<file path="src/rtl/core/qyh_pkg.sv">
package qyh_pkg;

    localparam int QW             = 16;   // quaternion component width
    localparam int PW             = 2 * QW;
    localparam int XW             = 38;   // CORDIC x and y width, leaves room for gain
    localparam int ZW             = 26;   // angle accumulator, 2^-16 degree units
    localparam int AW             = 23;   // arctangent table entry width
    localparam int OFFW           = 10;   // mounting correction width
    localparam int TW             = 28;   // angle plus correction plus rounding
    localparam int HW             = TW - 10;
    localparam int OUTW           = 15;
    localparam int ATAN_ROM_SIZE  = 24;
    localparam int CORDIC_ITERATIONS_DEF = 16;
    localparam int FIFO_DEPTH     = 4;
    localparam longint Q28_ONE    = 64'd1 << 28;
    localparam longint DEG_90     = 90 * 65536;
    localparam int FULL_TURN_OUT  = 23040;

    typedef struct packed {
        logic signed [XW-1:0] x;
        logic signed [XW-1:0] y;
        logic signed [ZW-1:0] z;
        logic                 zero;   // both terms zero: yaw is forced to 0
    } t_term;

    // atan(2^-i) in degrees, scaled by 65536 and rounded.
    function automatic logic [AW-1:0] atan_lut(input logic [4:0] idx);
        logic [AW-1:0] v;
        unique case (idx)
            5'd0:    v = AW'(2949120);
            5'd1:    v = AW'(1740967);
            5'd2:    v = AW'(919879);
            5'd3:    v = AW'(466945);
            5'd4:    v = AW'(234379);
            5'd5:    v = AW'(117304);
            5'd6:    v = AW'(58666);
            5'd7:    v = AW'(29335);
            5'd8:    v = AW'(14668);
            5'd9:    v = AW'(7334);
            5'd10:   v = AW'(3667);
            5'd11:   v = AW'(1833);
            5'd12:   v = AW'(917);
            5'd13:   v = AW'(458);
            5'd14:   v = AW'(229);
            5'd15:   v = AW'(115);
            5'd16:   v = AW'(57);
            5'd17:   v = AW'(29);
            5'd18:   v = AW'(14);
            5'd19:   v = AW'(7);
            5'd20:   v = AW'(4);
            5'd21:   v = AW'(2);
            5'd22:   v = AW'(1);
            default: v = '0;
        endcase
        return v;
    endfunction

endpackage

</file>
<file path="src/rtl/core/qyh_front.sv">
module qyh_front (
    input  logic                                 i_clk,
    input  logic                                 i_rst_n,
    input  logic                                 i_valid,
    output logic                                 o_ready,
    input  logic signed [qyh_pkg::QW-1:0]        i_quat_real,
    input  logic signed [qyh_pkg::QW-1:0]        i_quat_i,
    input  logic signed [qyh_pkg::QW-1:0]        i_quat_j,
    input  logic signed [qyh_pkg::QW-1:0]        i_quat_k,
    output logic                                 o_valid,
    input  logic                                 i_ready,
    output qyh_pkg::t_term                       o_term
);

    logic                               r_v1, r_v2;
    logic                               rdy1, rdy2;
    logic signed [qyh_pkg::PW-1:0]      r_pjj, r_pkk, r_pij, r_prk;
    logic signed [qyh_pkg::XW-1:0]      c, y0;
    qyh_pkg::t_term                     r_term, n_term;

    assign rdy2    = !r_v2 || i_ready;
    assign rdy1    = !r_v1 || rdy2;
    assign o_ready = rdy1;
    assign o_valid = r_v2;
    assign o_term  = r_term;

    // Rotation-matrix terms, exact, then the left half plane is folded over.
    always_comb begin
        c = qyh_pkg::XW'(qyh_pkg::Q28_ONE)
            - ((qyh_pkg::XW'(r_pjj) + qyh_pkg::XW'(r_pkk)) <<< 1);
        y0 = -((qyh_pkg::XW'(r_pij) + qyh_pkg::XW'(r_prk)) <<< 1);
        n_term.zero = (c == '0) && (y0 == '0);
        if (c[qyh_pkg::XW-1] && !y0[qyh_pkg::XW-1]) begin
            n_term.x = y0;
            n_term.y = -c;
            n_term.z = qyh_pkg::ZW'(qyh_pkg::DEG_90);
        end else if (c[qyh_pkg::XW-1]) begin
            n_term.x = -y0;
            n_term.y = c;
            n_term.z = -qyh_pkg::ZW'(qyh_pkg::DEG_90);
        end else begin
            n_term.x = c;
            n_term.y = y0;
            n_term.z = '0;
        end
    end

    always_ff @(posedge i_clk) begin
        if (!i_rst_n) begin
            r_v1 <= 1'b0;
            r_v2 <= 1'b0;
        end else begin
            if (rdy1) r_v1 <= i_valid;
            if (rdy2) r_v2 <= r_v1;
        end
    end

    always_ff @(posedge i_clk) begin
        if (rdy1) begin
            r_pjj <= i_quat_j * i_quat_j;
            r_pkk <= i_quat_k * i_quat_k;
            r_pij <= i_quat_i * i_quat_j;
            r_prk <= i_quat_real * i_quat_k;
        end
        if (rdy2) r_term <= n_term;
    end

endmodule

</file>
<file path="config.mk">
export PLATFORM = sky130hd
export DESIGN_NAME = qyh_front
export DESIGN_NICKNAME = d
export VERILOG_FILES = /design/src/rtl/core/qyh_pkg.sv /design/src/rtl/core/qyh_front.sv
export SDC_FILE = /design/constraint.sdc
export NUM_CORES = 2
export LEC_CHECK = 0
export ABC_AREA = 1
export BUFFER_PORTS_ARGS = -buffer_cell sky130_fd_sc_hd__clkbuf_2
export CORE_MARGIN = 1
export CORE_UTILIZATION = 50
export CTS_BUF_LIST = sky130_fd_sc_hd__clkbuf_2
export CTS_CLUSTER_SIZE = 30
export DETAILED_ROUTE_END_ITERATION = 10
export PLACE_DENSITY_LB_ADDON = 0.1
export SYNTH_ARGS = -nofsm -noshare
export SYNTH_HDL_FRONTEND = slang
export SYNTH_SLANG_ARGS = --single-unit
</file>
<file path="constraint.sdc">
create_clock -name i_clk -period 10.4 [get_ports i_clk]
set_input_delay 3.12 -clock i_clk [delete_from_list [all_inputs] [get_ports i_clk]]
set_output_delay 3.12 -clock i_clk [all_outputs]
set_load 0.02 [all_outputs]
</file>
# Yosys cells after proc, flatten, opt, wreduce, memory -nomap -nowiden
# Cells that the tools add are included.
# totals
in_bits	68
output_inout_bits	105
elab_cells	31
reg_bits	233
# op_classes
muxes	2
mul	4
addsub	6
reduce_logical	9
# ops
operator	n
$mux 102	2
$mul 16x16->32	4
$logic_not 38->1	2
$add 32x32->33	2
$neg 34->38	1
$neg 35->38	1
$neg 38->38	1
$sub 30x34->35 const A	1
$logic_not 1->1	3
$logic_and 1x1->1	2
$logic_or 1x1->1	2

# Depth between registers and ports, before layout
# logic_depth
ltp_word	5
mapped_depth	30
mapped_depth_nobuf	28

# Worst setup path after synthesis
# OpenSTA, ideal clock, no wires.
# synth_path
path_kind	input to output
startpoint	in i_ready
endpoint	out o_ready
path_slack_ps	1104
n_path_buf	0
path_stages	2
arrival_ps	6176
required_ps	7280
cell_sequence	inv_1 > nand3_1
# synth_between
elab_chain_cells	2
# synth_lines
element	line_no	source
start: declaration	qyh_front.sv:11	input logic i_ready,
$logic_or 1x1->1	qyh_front.sv:21	assign rdy2 = !r_v2 || i_ready;
$logic_or 1x1->1	qyh_front.sv:22	assign rdy1 = !r_v1 || rdy2;
end: declaration	qyh_front.sv:5	output logic o_ready,
# Every way passes these cells.

# Worst setup path after layout
# layout_path
startpoint	in i_quat_k[4] (netlist name)
endpoint	reg r_pkk[28] (netlist name) (data pin)
# layout_between
elab_chain_cells	1
# layout_lines
element	line_no	source
start: declaration	qyh_front.sv:9	input logic signed [qyh_pkg::QW-1:0] i_quat_k,
$mul 16x16->32	qyh_front.sv:61	r_pkk <= i_quat_k * i_quat_k;
end signal: assignment	qyh_front.sv:61	
end: declaration	qyh_front.sv:17	logic signed [qyh_pkg::PW-1:0] r_pjj, r_pkk, r_pij, r_prk;
# Every way passes these cells.
# A chain may end at the register's enable or synchronous reset.

==> flow_summary_export.csv <==
group,metric,value,unit
critical_path,cpMaxStageDelayCell,"fa_1",
drt,totalWireLength,147600,µm
clock_network,ctsResizeCount,0,
critical_path,crit_top_cell,"fa_1",
drt,routed_via_density,5.085,
clock_network,h-tree-depth,2,
sta,tightest_slew,0.9965,ns
floorplanning,die-height,330.1,µm
sta,hold_viol,0,
floorplanning,core-area,106000,µm²
placed_design,io_buffers,153,
run,maxCapViolations,0,
critical_path,path_class,"input port to flip-flop",
global_route,grt.overflow.total,0,
floorplanning,dieArea,109000,µm²
drt,vias,42200,
clock_network,clk_pin_slew,0.10,ns
layout,syn_to_final_growth,4.814,%
floorplanning,io-pin-count,173,
sta,rsz0062_at_grt,"false",
critical_path,cp-start-kind,"input port",
global_route,antenna_found_initial,4,
sta,finalCritPeriodShare,85.42,%
layout,final_area,56420,µm²
floorplanning,initial_core_util,50.78,%
clock_network,cts_hold_buf,0,
drt,firstDrtPassIters,8,
yosys,ys_warn_count,0,
yosys,synth_area_per_cell,7.921,µm²
critical_path,cp-end-kind,"flip-flop",
sta,fin_setup_tns,0,ns
drt,wl_per_cell,17.79,µm
critical_path,crit_family,"adder cells",
critical_path,max_stage_delay,0.56,ns
yosys,synth.area.top_cells,"fa_1 37%, inv_1 13%, edfxtp_1 11%, nand2_1 11%, ha_1 9.6%",
clock_network,post-cts-setup-buffer-count,0,
critical_path,worstPathArrival,9.55,ns
critical_path,worstPathMaxFanout,21,
sta,setup_viol,0,
yosys,synth_flop_cell,"edfxtp_1",
clock_network,cts_tree,"yes",
layout,nets,8340,
drt,drtIter0Drc,2682,
yosys,synth_top_area_share,36.93,%
yosys,synth_edf_count,204,
critical_path,cp.buffers_inverters,5,
layout,layout_common_cells,"1894 x inv_1, 1629 x nand2_1, 993 x fa_1",
global_route,grt_pass1_vias,44000,
yosys,syn_area,53830,µm²
layout,layout_commonest_cell,"inv_1",
layout,drive_gt1_share,6.054,%
sta,slew_violations,0,
placed_design,placed_cell_area,55920,µm²
global_route,grt_start_max_net_pins,80,
yosys,synth_cell_types,63,
floorplanning,die_x,330.1,µm
yosys,yosysSeqAreaShare,11.45,%
clock_network,root_buffer,"clkbuf_2",
clock_network,clk_latency,1.03,ns
sta,period_needed,8.883,ns
critical_path,worstPathRequired,11.07,ns
placed_design,place.detailed.hpwl,127000,µm
drt,drc,0,
yosys,ys_ff_latch,206,
drt,ant_nets,0,
critical_path,crit_chain,"clkbuf_2 -> buf_4 -> nand2_1 -> fa_1 -> fa_1 -> fa_1 -> inv_1 -> fa_1 -> fa_1 -> inv_1 -> fa_1 -> inv_1 -> ha_1 -> a21oi_1 -> o21ai_0 -> a21oi_1 -> o21ai_0 -> a21boi_0 -> o21ai_0 -> a21boi_0 -> o21ai_0 -> xor2_1",
sta,fmax,112.6,MHz
yosys,async_reset_ff_share,0,%
placed_design,place.gp.congestion,0.9491,
sta,maxSlewHeadroom,33.56,%
clock_network,cts_buffers,55,
clock_network,cts.sink_count,206,
hold_path,hp-class,"flip-flop to flip-flop",
yosys,synth_top_cell_by_area,"fa_1",
global_route,grt_usage,28.23,%
floorplanning,rows,119,
sta,fin_skew,0.1213,ns
clock_network,cts_buffer_depth,3,
global_route,grt_pass1_wl,238300,µm
yosys,netlist_instances,6796,
run_status,status,"finished clean",
stage by stage:
stage               hold slack (ns)  cells  setup WS, ns  util, %
finish                       0.4927   8298         1.517    53.22
global route                 0.5512   8297         1.199    53.22
CTS                          0.4904   8296         1.622    53.22
detailed placement           0.4726   8200        0.5936    52.75
global placement             0.4681   8200        0.6974    52.75
floorplan                    0.4267   6816         1.104        -
per-layer routing:
metal / routed length (µm) / share of wire [%] / global-route usage (%)
met1: 63660 / 43 / 37.48
met4: 4607 / 3.1 / 8.054
met2: 71790 / 49 / 49.09
met3: 7549 / 5.1 / 2.660
met5: 0 / 0 / 0
logic make-up (layout without fill, tap and decap cells):
group           Yosys count  after routing  synth area share (%)
simple gates           2408           2408                 18.66
flops                   206            206                 11.45
compound gates          440            440                 4.816
other cells               1             23              0.006966
xor+xnor                207            207                 3.445
buf+inv                2128           2217                 15.09
fa+ha+maj              1406           1406                 46.53
sequential cells by signal (all words and copies together) (netlist names):
| name | cells |
|---|---|
| r_prk | 32 |
| o_term | 78 |
| r_v1 | 1 |
| r_pjj | 31 |
| o_valid | 1 |
| r_pij | 32 |
| r_pkk | 31 |
final cells by class:
| type | count | area (µm²) |
|---|---|---|
| Inverter | 1914 | 7186 |
| Clock buffer | 72 | 360.3 |
| Clock inverter | 24 | 133.9 |
| Antenna cell | 2 | 5.005 |
| Fill cell | 10350 | 49590 |
| Timing Repair Buffer | 207 | 1196 |
| Tap cell | 1391 | 1740 |
| Multi-Input combinational cell | 4482 | 39630 |
| Sequential cell | 206 | 6166 |
synthesized netlist by cell type, drive strengths merged, types with 4 or more instances:
| cell | number |
|---|---|
| nand4 | 79 |
| a21boi | 13 |
| nor4 | 5 |
| or2 | 12 |
| nor2 | 366 |
| nand2 | 1656 |
| ha | 413 |
| a31o | 4 |
| nand3 | 228 |
| xor2 | 137 |
| o21bai | 18 |
| buf | 47 |
| clkbuf | 167 |
| o221ai | 32 |
| o21a | 6 |
| o21ai | 111 |
| a21oi | 202 |
| and2 | 12 |
| nand3b | 11 |
| o31ai | 8 |
| xnor2 | 70 |
| inv | 1912 |
| fa | 993 |
| a31oi | 8 |
| edfxtp | 204 |
| a22oi | 13 |
| o211ai | 7 |
| a21o | 6 |
| nor3 | 37 |
worst reg2reg max path, stage by stage, from the launching register on:
cell,delay [ns]
edfxtp_1,0.54
ha_1,0.45
a21oi_1,0.20
o21ai_0,0.18
a21oi_1,0.32
nand3_1,0.27
xnor2_1,0.26
nand2_1,0.16
nor2_1,0.09
nand4_1,0.16
nand2_1,0.11
nand3_1,0.10
nand2_2,0.05
buf_4,0.27
nor2_2,0.15
buf_4,0.36
clkinv_1,0.78
o221ai_1,0.75
final timing paths:
check               from          to  slack (ns)  depth (start not counted)
max reg2reg    r_pjj[21]  o_term[36]        5.00                         17
min reg2reg         r_v1     o_valid        0.49                          2
max          i_quat_k[4]   r_pkk[28]        1.52                         22
min                 r_v1     o_valid        0.49                          2
Power is not shown: default switching activity piles up to over one toggle a cycle in this logic, so the estimate is an artifact.
