## src/rtl/core/qyh_pkg.sv

```systemverilog
package qyh_pkg;

    localparam int QW             = 16;   // quaternion component width
    localparam int PW             = 2 * QW;
    localparam int XW             = 38;   // CORDIC x and y width, leaves room for gain
    localparam int ZW             = 26;   // angle accumulator, 2^-16 degree units
    localparam int AW             = 23;   // arctangent table entry width
    localparam int OFFW           = 10;   // mounting correction width
    localparam int TW             = 28;   // angle plus correction plus rounding
    localparam int HW             = TW - 10;
    localparam int OUTW           = 15;
    localparam int ATAN_ROM_SIZE  = 24;
    localparam int CORDIC_ITERATIONS_DEF = 16;
    localparam int FIFO_DEPTH     = 4;
    localparam longint Q28_ONE    = 64'd1 << 28;
    localparam longint DEG_90     = 90 * 65536;
    localparam int FULL_TURN_OUT  = 23040;

    typedef struct packed {
        logic signed [XW-1:0] x;
        logic signed [XW-1:0] y;
        logic signed [ZW-1:0] z;
        logic                 zero;   // both terms zero: yaw is forced to 0
    } t_term;

    // atan(2^-i) in degrees, scaled by 65536 and rounded.
    function automatic logic [AW-1:0] atan_lut(input logic [4:0] idx);
        logic [AW-1:0] v;
        unique case (idx)
            5'd0:    v = AW'(2949120);
            5'd1:    v = AW'(1740967);
            5'd2:    v = AW'(919879);
            5'd3:    v = AW'(466945);
            5'd4:    v = AW'(234379);
            5'd5:    v = AW'(117304);
            5'd6:    v = AW'(58666);
            5'd7:    v = AW'(29335);
            5'd8:    v = AW'(14668);
            5'd9:    v = AW'(7334);
            5'd10:   v = AW'(3667);
            5'd11:   v = AW'(1833);
            5'd12:   v = AW'(917);
            5'd13:   v = AW'(458);
            5'd14:   v = AW'(229);
            5'd15:   v = AW'(115);
            5'd16:   v = AW'(57);
            5'd17:   v = AW'(29);
            5'd18:   v = AW'(14);
            5'd19:   v = AW'(7);
            5'd20:   v = AW'(4);
            5'd21:   v = AW'(2);
            5'd22:   v = AW'(1);
            default: v = '0;
        endcase
        return v;
    endfunction

endpackage

```

## src/rtl/core/qyh_fifo.sv

```systemverilog
module qyh_fifo (
    input  logic           i_clk,
    input  logic           i_rst_n,
    input  logic           i_valid,
    output logic           o_ready,
    input  qyh_pkg::t_term i_term,
    output logic           o_valid,
    input  logic           i_ready,
    output qyh_pkg::t_term o_term
);

    localparam int PTRW = $clog2(qyh_pkg::FIFO_DEPTH);

    qyh_pkg::t_term    r_mem [qyh_pkg::FIFO_DEPTH];
    logic [PTRW-1:0]   r_wr, r_rd;
    logic [PTRW:0]     r_cnt;
    logic              push, pop;

    assign o_ready = (r_cnt != (PTRW+1)'(qyh_pkg::FIFO_DEPTH));
    assign o_valid = (r_cnt != '0);
    assign o_term  = r_mem[r_rd];
    assign push    = i_valid && o_ready;
    assign pop     = o_valid && i_ready;

    always_ff @(posedge i_clk) begin
        if (!i_rst_n) begin
            r_wr  <= '0;
            r_rd  <= '0;
            r_cnt <= '0;
        end else begin
            if (push) r_wr <= r_wr + 1'b1;
            if (pop)  r_rd <= r_rd + 1'b1;
            r_cnt <= r_cnt + (PTRW+1)'(push) - (PTRW+1)'(pop);
        end
    end

    always_ff @(posedge i_clk) begin
        if (push) r_mem[r_wr] <= i_term;
    end

endmodule

```

## config.mk

```make
export PLATFORM = sky130hd
export DESIGN_NAME = qyh_fifo
export DESIGN_NICKNAME = d
export VERILOG_FILES = /design/src/rtl/core/qyh_pkg.sv /design/src/rtl/core/qyh_fifo.sv
export SDC_FILE = /design/constraint.sdc
export NUM_CORES = 1
export LEC_CHECK = 0
export BUFFER_PORTS_ARGS = -buffer_cell sky130_fd_sc_hd__buf_2
export CORE_ASPECT_RATIO = 0.5
export CORE_MARGIN = 2
export CORE_UTILIZATION = 57
export DETAILED_ROUTE_END_ITERATION = 8
export PLACE_DENSITY = 0.91
export SLEW_MARGIN = 20
export SYNTH_ARGS = -nofsm -noshare
export SYNTH_HDL_FRONTEND = slang
export SYNTH_SLANG_ARGS = --single-unit
```

## constraint.sdc

```tcl
create_clock -name i_clk -period 5.1 [get_ports i_clk]
set_clock_uncertainty 0.05 [all_clocks]
set_input_delay 0.51 -clock i_clk [delete_from_list [all_inputs] [get_ports i_clk]]
set_output_delay 0.51 -clock i_clk [all_outputs]
set_load 0.02 [all_outputs]
```

**After elaboration in Yosys (flattened, before gate mapping)**

Memories as Yosys holds them, arrays and structs flattened. A register that Yosys moved wholly into a read port is not among the register bits.
Index checks and enable logic that the tools add are counted.

- Add/subtract/negate cells: 4
- Equality and inequality tests: 1
- Muxes and demuxes: 4
- Reduce and logical (&&, ||, !) cells: 3

Operator list:

| kind | number |
|---|---|
| $add 2x1->2 const B | 2 |
| $mux 2 | 2 |
| $add 3x1->3 | 1 |
| $ne 3x3->1 const B | 1 |
| $reduce_bool 3->1 | 1 |
| $sub 3x1->3 | 1 |
| $logic_and 1x1->1 | 2 |
| $mux 1 | 2 |

- Register bits after elaboration: 7
- RAM bits: 412
- Input bits: 107
- Output and inout port bits: 105
- Logic and storage cells: 16
- Memories kept: 1

Memory list:

| name | depth | bits a word | read ports | clocked after memory_dff | wr ports | line | RTL |
|---|---|---|---|---|---|---|---|
| r_mem | 4 | 103 | 1 | 1 | 1 | qyh_fifo.sv:14 | `qyh_pkg::t_term r_mem [qyh_pkg::FIFO_DEPTH];` |

**Logic depth before layout (Yosys ltp)**

Gate-level depths: netlist of run 1.

- Word-level depth: 4
- Mapped depth: 11
- Gate-level depth less buffers: 11

**Least setup slack after synthesis of run 1**

No wires, ideal clock.

- Path type: input to register
- Start point: in i_valid
- End point: mem r_mem[0][0] (netlist bit) (enable)
- Library setup time: 0.474 ns
- Arrival: 3.325 ns
- Path slack: 1.252 ns
- Cell stages on the path: 2
- Buffers on the path: 0
- Cells stage by stage: a21boi_1 and2_1

- Longest elaborated chain between the ends: 3

Ends and longest elaborated chain:

| item | line | RTL |
|---|---|---|
| start: declaration | qyh_fifo.sv:4 | `input logic i_valid,` |
| $logic_and 1x1->1 | qyh_fifo.sv:22 | `assign push = i_valid && o_ready;` |
| $mux 1 | qyh_fifo.sv:38 | `if (push) r_mem[r_wr] <= i_term;` |
| $mux 1 (implied by the code) | qyh_fifo.sv:38 |  |
| end: declaration | qyh_fifo.sv:14 |  |

Every way passes these cells.

==> summary.txt, run 1 <==
Timing
  • Final Hold Violating Endpoints: 0
  • Unrepaired setup endpoints after global routing: false
  • Finish-stage setup viols: 0
  • Peak clock frequency supported by timing: 0.296 GHz
  • Worst-Margin Slew: 0.912 ns
  • Period minus WS final: 3.38 ns
  • Final-report max-slew violation count: 0
  • Setup_tns: 0 ns
  • Part of the cycle the worst path needs: 66.2%
  • Post-layout worst setup margin: 1.72 ns
  • Headroom to the max-slew limit: 39.2%

Global routing
  • Global-route track usage on met3: 4.61%
  • Met1 Usage GRT: 35.1%
  • Grt ovf: 0
  • Grt met2 use: 42.6%
  • GRT Total Usage: 26.0%
  • Global-route layer with the greatest usage: met2
  • Wire length of the first global-routing pass: 52,700 um
  • Number of antenna violations at the first check in global routing: 13
  • Pin count of the biggest net entering global routing: 58
  • Number of global-route vias before repair: 7,764

Critical path
  • Crit Path Max Fanout: 42
  • Crit Path Category: reg -> out
  • Master of the slowest instance on the critical path: dfxtp_4
  • Startpoint type of the worst setup path: register
  • Worst Setup End Kind: primary output
  • Worst path max stage delay: 0.93 ns
  • Cells along the critical path: buf_4 -> mux4_2 -> buf_2
  • Depth of the worst register-to-register path: 4
  • Required time reported for the critical path endpoint: 4.54 ns
  • Worst Path Arrival: 2.82 ns

Floorplan
  • Floorplan row count: 42
  • Initial core utilization: 58.2%
  • Placeable Area: 26,500 um2
  • Number of primary I/O pins: 212
  • Die outline area: 28,400 um2
  • Horizontal extent of the die: 237 um
  • Height of the chip: 120 um

Hold path
  • Hold depth: 1
  • Class of the worst hold path: in -> reg

Routing
  • Wire length after detailed routing: 36,100 um
  • Router iterations before antenna repair: 5
  • DRC: 0
  • Iter 0 DRT Violations: 1,026
  • Post-DRT Antenna Nets: 0
  • Vias: 7,627
  • DR WL/cell: 29.8 um
  • Vias per cell: 6.30

Logic synthesis
  • Mean post-synth cell area: 26.3 um2
  • Synth Net Count: 700
  • Sequential share of the synthesized area: 81.5%
  • Unique cell type count in the Yosys netlist: 22
  • YS warnings: 0
  • Flops & latches, synth: 421
  • Synthesized cell area: 15,400 um2
  • Gate Count Post-Synth: 586

Final layout
  • Post-Layout Cell Count: 1,210
  • Leading cell type in the layout, fill and taps excluded: edfxtp_1
  • Area Growth Syn to Fin: 16.1%
  • Fraction of layout cells with a size suffix above 1: 44.4%
  • Most frequent cells in the layout: 412 x edfxtp_1, 211 x buf_2, 103 x mux4_2, 37 x clkbuf_16, 10 x clkbuf_1
  • Final net count: 936

Clocking
  • Number of buffers added for setup after CTS: 0
  • H-tree level count: 2
  • Sink Count: 421
  • CTS tree: done
  • Hold Buf Count CTS: 0
  • Maximum number of buffers from clock root to sink: 3
  • Post-CTS clock slew at the launch and capture registers of the worst setup and hold paths: 0.08 ns
  • Clk Latency, worst-skew pair: 0.51 ns
  • Total CTS buffers: 36
  • PostCTS Resize Cnt: 0
  • Clock tree root buffer cell: clkbuf_16

Power and ir drop
  • Power per unit of standard cell area: 518 nW/um2
  • Worst vdd rail ir drop: 0.236 mV
  • Leakage power: 5.95 nW

Job
  • Number of maximum-capacitance violations: 0

Outcome
  • Outcome: finished, final reports clean

Place
  • Weighted congestion at the end of routability-driven global placement: 0.786
  • Placement-stage worst setup slack: 2.13 ns
  • Number of placed cells counting well taps: 1,136
  • DPL Wire Length: 20,700 um
  • Port Buf Inserts: 211
## report_power, final
part | total, mW | internal [mW] | switching, mW | leakage (nW)
clock network | 2.65 | 1.43 | 1.21 | 0.527
logic | 2.20 | 0.904 | 1.30 | 1.58
registers | 4.41 | 4.20 | 0.217 | 3.85
total | 9.26 | 6.54 | 2.73 | 5.95
## worst paths after layout
kind / to / slack, ns / from
max reg2reg: r_mem[1][5] / 2.13 / r_cnt[1]
max: o_term[95] / 1.72 / register
min: r_mem[0][31] / 0.15 / i_term[31]
min reg2reg: r_wr[1] / 0.46 / r_wr[1]
## routing by layer
metal | up-vias | wire [um]
li1 | 3000 | -
met4 | 2 | 1610
met1 | 4014 | 13700
met2 | 507 | 18200
met5 | - | 11
met3 | 104 | 2560
## metrics by stage
step                      hold slack [ns]  utilization, %  power, mW  cell area, um2
after global placement              0.427            63.4       6.57           16800
after detailed placement            0.447            63.4       6.65           16800
after floorplan                     0.418               -       6.01           15400
final                               0.153            67.6       9.26           17900
after global routing                0.143            67.5       9.55           17900
after CTS                           0.138            67.4       9.31           17900
## worst max-delay path, delay by kind of cell, from the launching register on
kind	cells	cell delay, ns
multiplexers	1	0.60
flip-flops	1	0.93
buffers and inverters	2	0.71
## final cells by class
type	instances	area, um2
flip-flops and latches	421	12600
diodes	12	30.0
multi-input cells	136	2600
clock inverters	15	119
clock buffers	47	963
well taps	352	440
fillers	1531	8590
repair buffers	222	1160
inverters	5	18.8
## logic make-up after synthesis
family,after synthesis,share of synthesized area (%)
flops,421,81.5
mux,105,15.2
buf+inv,29,1.74
simple gates,17,0.593
fa+ha+maj,7,0.617
xor+xnor,4,0.227
compound gates,3,0.162
## sequential cells by signal, indices dropped and copies added, names as in the netlist, named ones only
register and flops:
r_rd 2, r_mem 412, r_wr 2, r_cnt 3
## synth_stat cells
cell,n,area share [%]
fa_1,1,0.13
o31a_1,1,0.057
mux2i_1,2,0.13
and2_1,7,0.28
xnor2_1,4,0.23
o311ai_0,1,0.057
buf_4,3,0.15
mux4_2,103,15
dfxtp_1,9,1.2
buf_6,1,0.073
nand2_1,5,0.12
nor2_1,1,0.024
buf_1,3,0.073
a21boi_1,1,0.049
inv_1,5,0.12
buf_12,8,1.0
edfxtp_1,412,80
ha_1,6,0.49
clkbuf_1,1,0.024
or3_1,1,0.041
buf_2,8,0.26
nor2b_1,3,0.12
Power figures use the tool's default switching activity.
==> inputs of run 2 (changes only) <==
clock period = 3.44 ns   (was 5.1 ns; I/O delays follow)
==> run 2 against run 1 <==
Sequential share of layout area fell by 3.8 points. Critical path depth did not move. Core utilization rose by 3.9 points. Sequential power rose by 47%. Wire length fell by 5.7%. Hold slack got worse by 0.15 ns. Clock-buffer cell count rose by 2. Cell area rose by 5.8%. Sequential cell count did not move. Register-to-register slack got worse by 1.1 ns. Via count rose by 2.0%. Critical path type unchanged. Largest power group unchanged.
==> summary.txt, run 2 (synthesized netlist as in run 1, its figures left out) <==
Outcome
  • Outcome: finished, final reports clean

Timing
  • Part of the cycle the worst path needs: 81.3%
  • Worst-Margin Slew: 0.689 ns
  • Unrepaired setup endpoints after global routing: false
  • Peak clock frequency supported by timing: 0.358 GHz
  • Setup_tns: 0 ns
  • Post-layout worst setup margin: 0.643 ns
  • Period minus WS final: 2.80 ns
  • Final-report max-slew violation count: 0
  • Finish-stage setup viols: 0
  • Headroom to the max-slew limit: 54.1%
  • Final Hold Violating Endpoints: 0

Routing
  • DR WL/cell: 26.2 um
  • Vias per cell: 5.98
  • Wire length after detailed routing: 34,100 um
  • Router iterations before antenna repair: 5
  • Iter 0 DRT Violations: 801
  • DRC: 0
  • Post-DRT Antenna Nets: 0
  • Vias: 7,777

Power and ir drop
  • Clock group share of total power: 27.7%
  • Leakage power: 6.37 nW
  • Worst vdd rail ir drop: 0.387 mV
  • Sequential power share: 47.2%
  • Power per unit of standard cell area: 726 nW/um2
  • Switch share: 28.9%
  • Design internal power: 9.77 mW
  • Relative contribution of combinational cells to total power: 25.0%
  • Switch Pwr: 3.97 mW

Final layout
  • Top reg by flops: r_mem
  • Most frequent cells in the layout: 412 x edfxtp_1, 211 x buf_2, 103 x mux4_2, 93 x dlygate4sd3_1, 37 x clkbuf_16
  • Final net count: 1,034
  • Fraction of layout cells with a size suffix above 1: 40.3%
  • Registers with the most flip-flops: r_mem (412), r_cnt (3)
  • Utilization after layout: 71.5%
  • Area Growth Syn to Fin: 22.9%
  • Max reg flops: 412
  • Filler Cell Count: 1,463
  • Leading cell type in the layout, fill and taps excluded: edfxtp_1

Clocking
  • Total CTS buffers: 36
  • Number of buffers added for setup after CTS: 0
  • Sink Count: 421
  • Clk Latency, worst-skew pair: 0.52 ns
  • CTS tree: done
  • Hold Buf Count CTS: 91
  • PostCTS Resize Cnt: 0
  • H-tree level count: 2
  • Post-CTS clock slew at the launch and capture registers of the worst setup and hold paths: 0.07 ns
  • Maximum number of buffers from clock root to sink: 3
  • Clock tree root buffer cell: clkbuf_16

Global routing
  • Pin count of the biggest net entering global routing: 55
  • Number of global-route vias before repair: 8,058
  • Grt ovf: 0
  • GRT Total Usage: 24.3%
  • Number of antenna violations at the first check in global routing: 4
  • Wire length of the first global-routing pass: 50,100 um

Floorplan
  • Die outline area: 28,400 um2
  • Floorplan row count: 42
  • Height of the chip: 120 um
  • Horizontal extent of the die: 237 um
  • Number of primary I/O pins: 212
  • Initial core utilization: 58.2%
  • Placeable Area: 26,500 um2

Place
  • Weighted congestion at the end of routability-driven global placement: 0.734
  • DPL Wire Length: 19,400 um
  • Port Buf Inserts: 211
  • Placement-stage worst setup slack: 1.00 ns

Critical path
  • Worst Path Arrival: 2.40 ns
  • Required time reported for the critical path endpoint: 3.05 ns
  • Startpoint type of the worst setup path: register
  • Crit Path Category: reg -> out
  • Worst Setup End Kind: primary output
  • Crit Path Max Fanout: 31

Hold path
  • Class of the worst hold path: in -> reg

Job
  • Number of maximum-capacitance violations: 0
[run 2: worst paths after layout]
| kind | end | startpoint | slack [ns] | cells past startpoint |
|---|---|---|---|---|
| setup / recovery | o_term[78] | register | 0.64 | 3 |
| hold / removal | r_mem[3][37] | i_term[37] | 0.005 | 1 |
| setup reg to reg | r_cnt[2] | r_cnt[1] | 1.02 | 12 |
| hold reg to reg | r_wr[1] | r_wr[1] | 0.47 | 2 |
[run 2: metrics by stage]
| stage | std cells | total power, mW | hold WS [ns] | cell area [um2] |
|---|---|---|---|---|
| 2_1_floorplan | 586 | 8.88 | 0.393 | 15400 |
| 3_3_place_gp | 1141 | 9.80 | 0.428 | 16900 |
| 3_5_place_dp | 1141 | 9.92 | 0.456 | 16900 |
| 4_1_cts | 1294 | 13.8 | 0.0000217 | 18900 |
| 5_1_grt | 1300 | 14.2 | 0.00237 | 18900 |
| 6_report | 1300 | 13.7 | 0.00502 | 18900 |
[run 2: cell type report]
class	instances	area, um2	area share (%)
Antenna cell	4	10.0	0.0529
Clock inverter	13	88.8	0.469
Clock buffer	49	981	5.18
Timing Repair Buffer	320	2230	11.8
Inverter	5	18.8	0.0992
Sequential cell	421	12600	66.4
Multi-Input combinational cell	136	2600	13.7
Tap cell	352	440	2.33
[run 2: per-layer routing]
layer / up-vias / global-route usage, % / wire (um)
met3: 108 / 3.84 / 2070
li1: 3188 / - / -
met5: - / 0 / 0
met2: 426 / 42.6 / 18100
met4: 0 / 10.4 / 1520
met1: 4055 / 30.9 / 12300
[run 2: worst max-delay path, cell delays in order, from the launching register on]
cell     delay [ns]
dfxtp_4        0.77
buf_12         0.34
mux4_2         0.55
buf_2          0.19
[run 2: power groups by stage]
stage / clock (mW) / combinational [mW] / sequential, mW
final: 3.81 / 3.44 / 6.49
after global routing: 4.04 / 3.61 / 6.53
after CTS: 3.83 / 3.46 / 6.48
after detailed placement: 0 / 3.34 / 6.58
after global placement: 0 / 3.27 / 6.52
after floorplan: 0 / 2.46 / 6.42
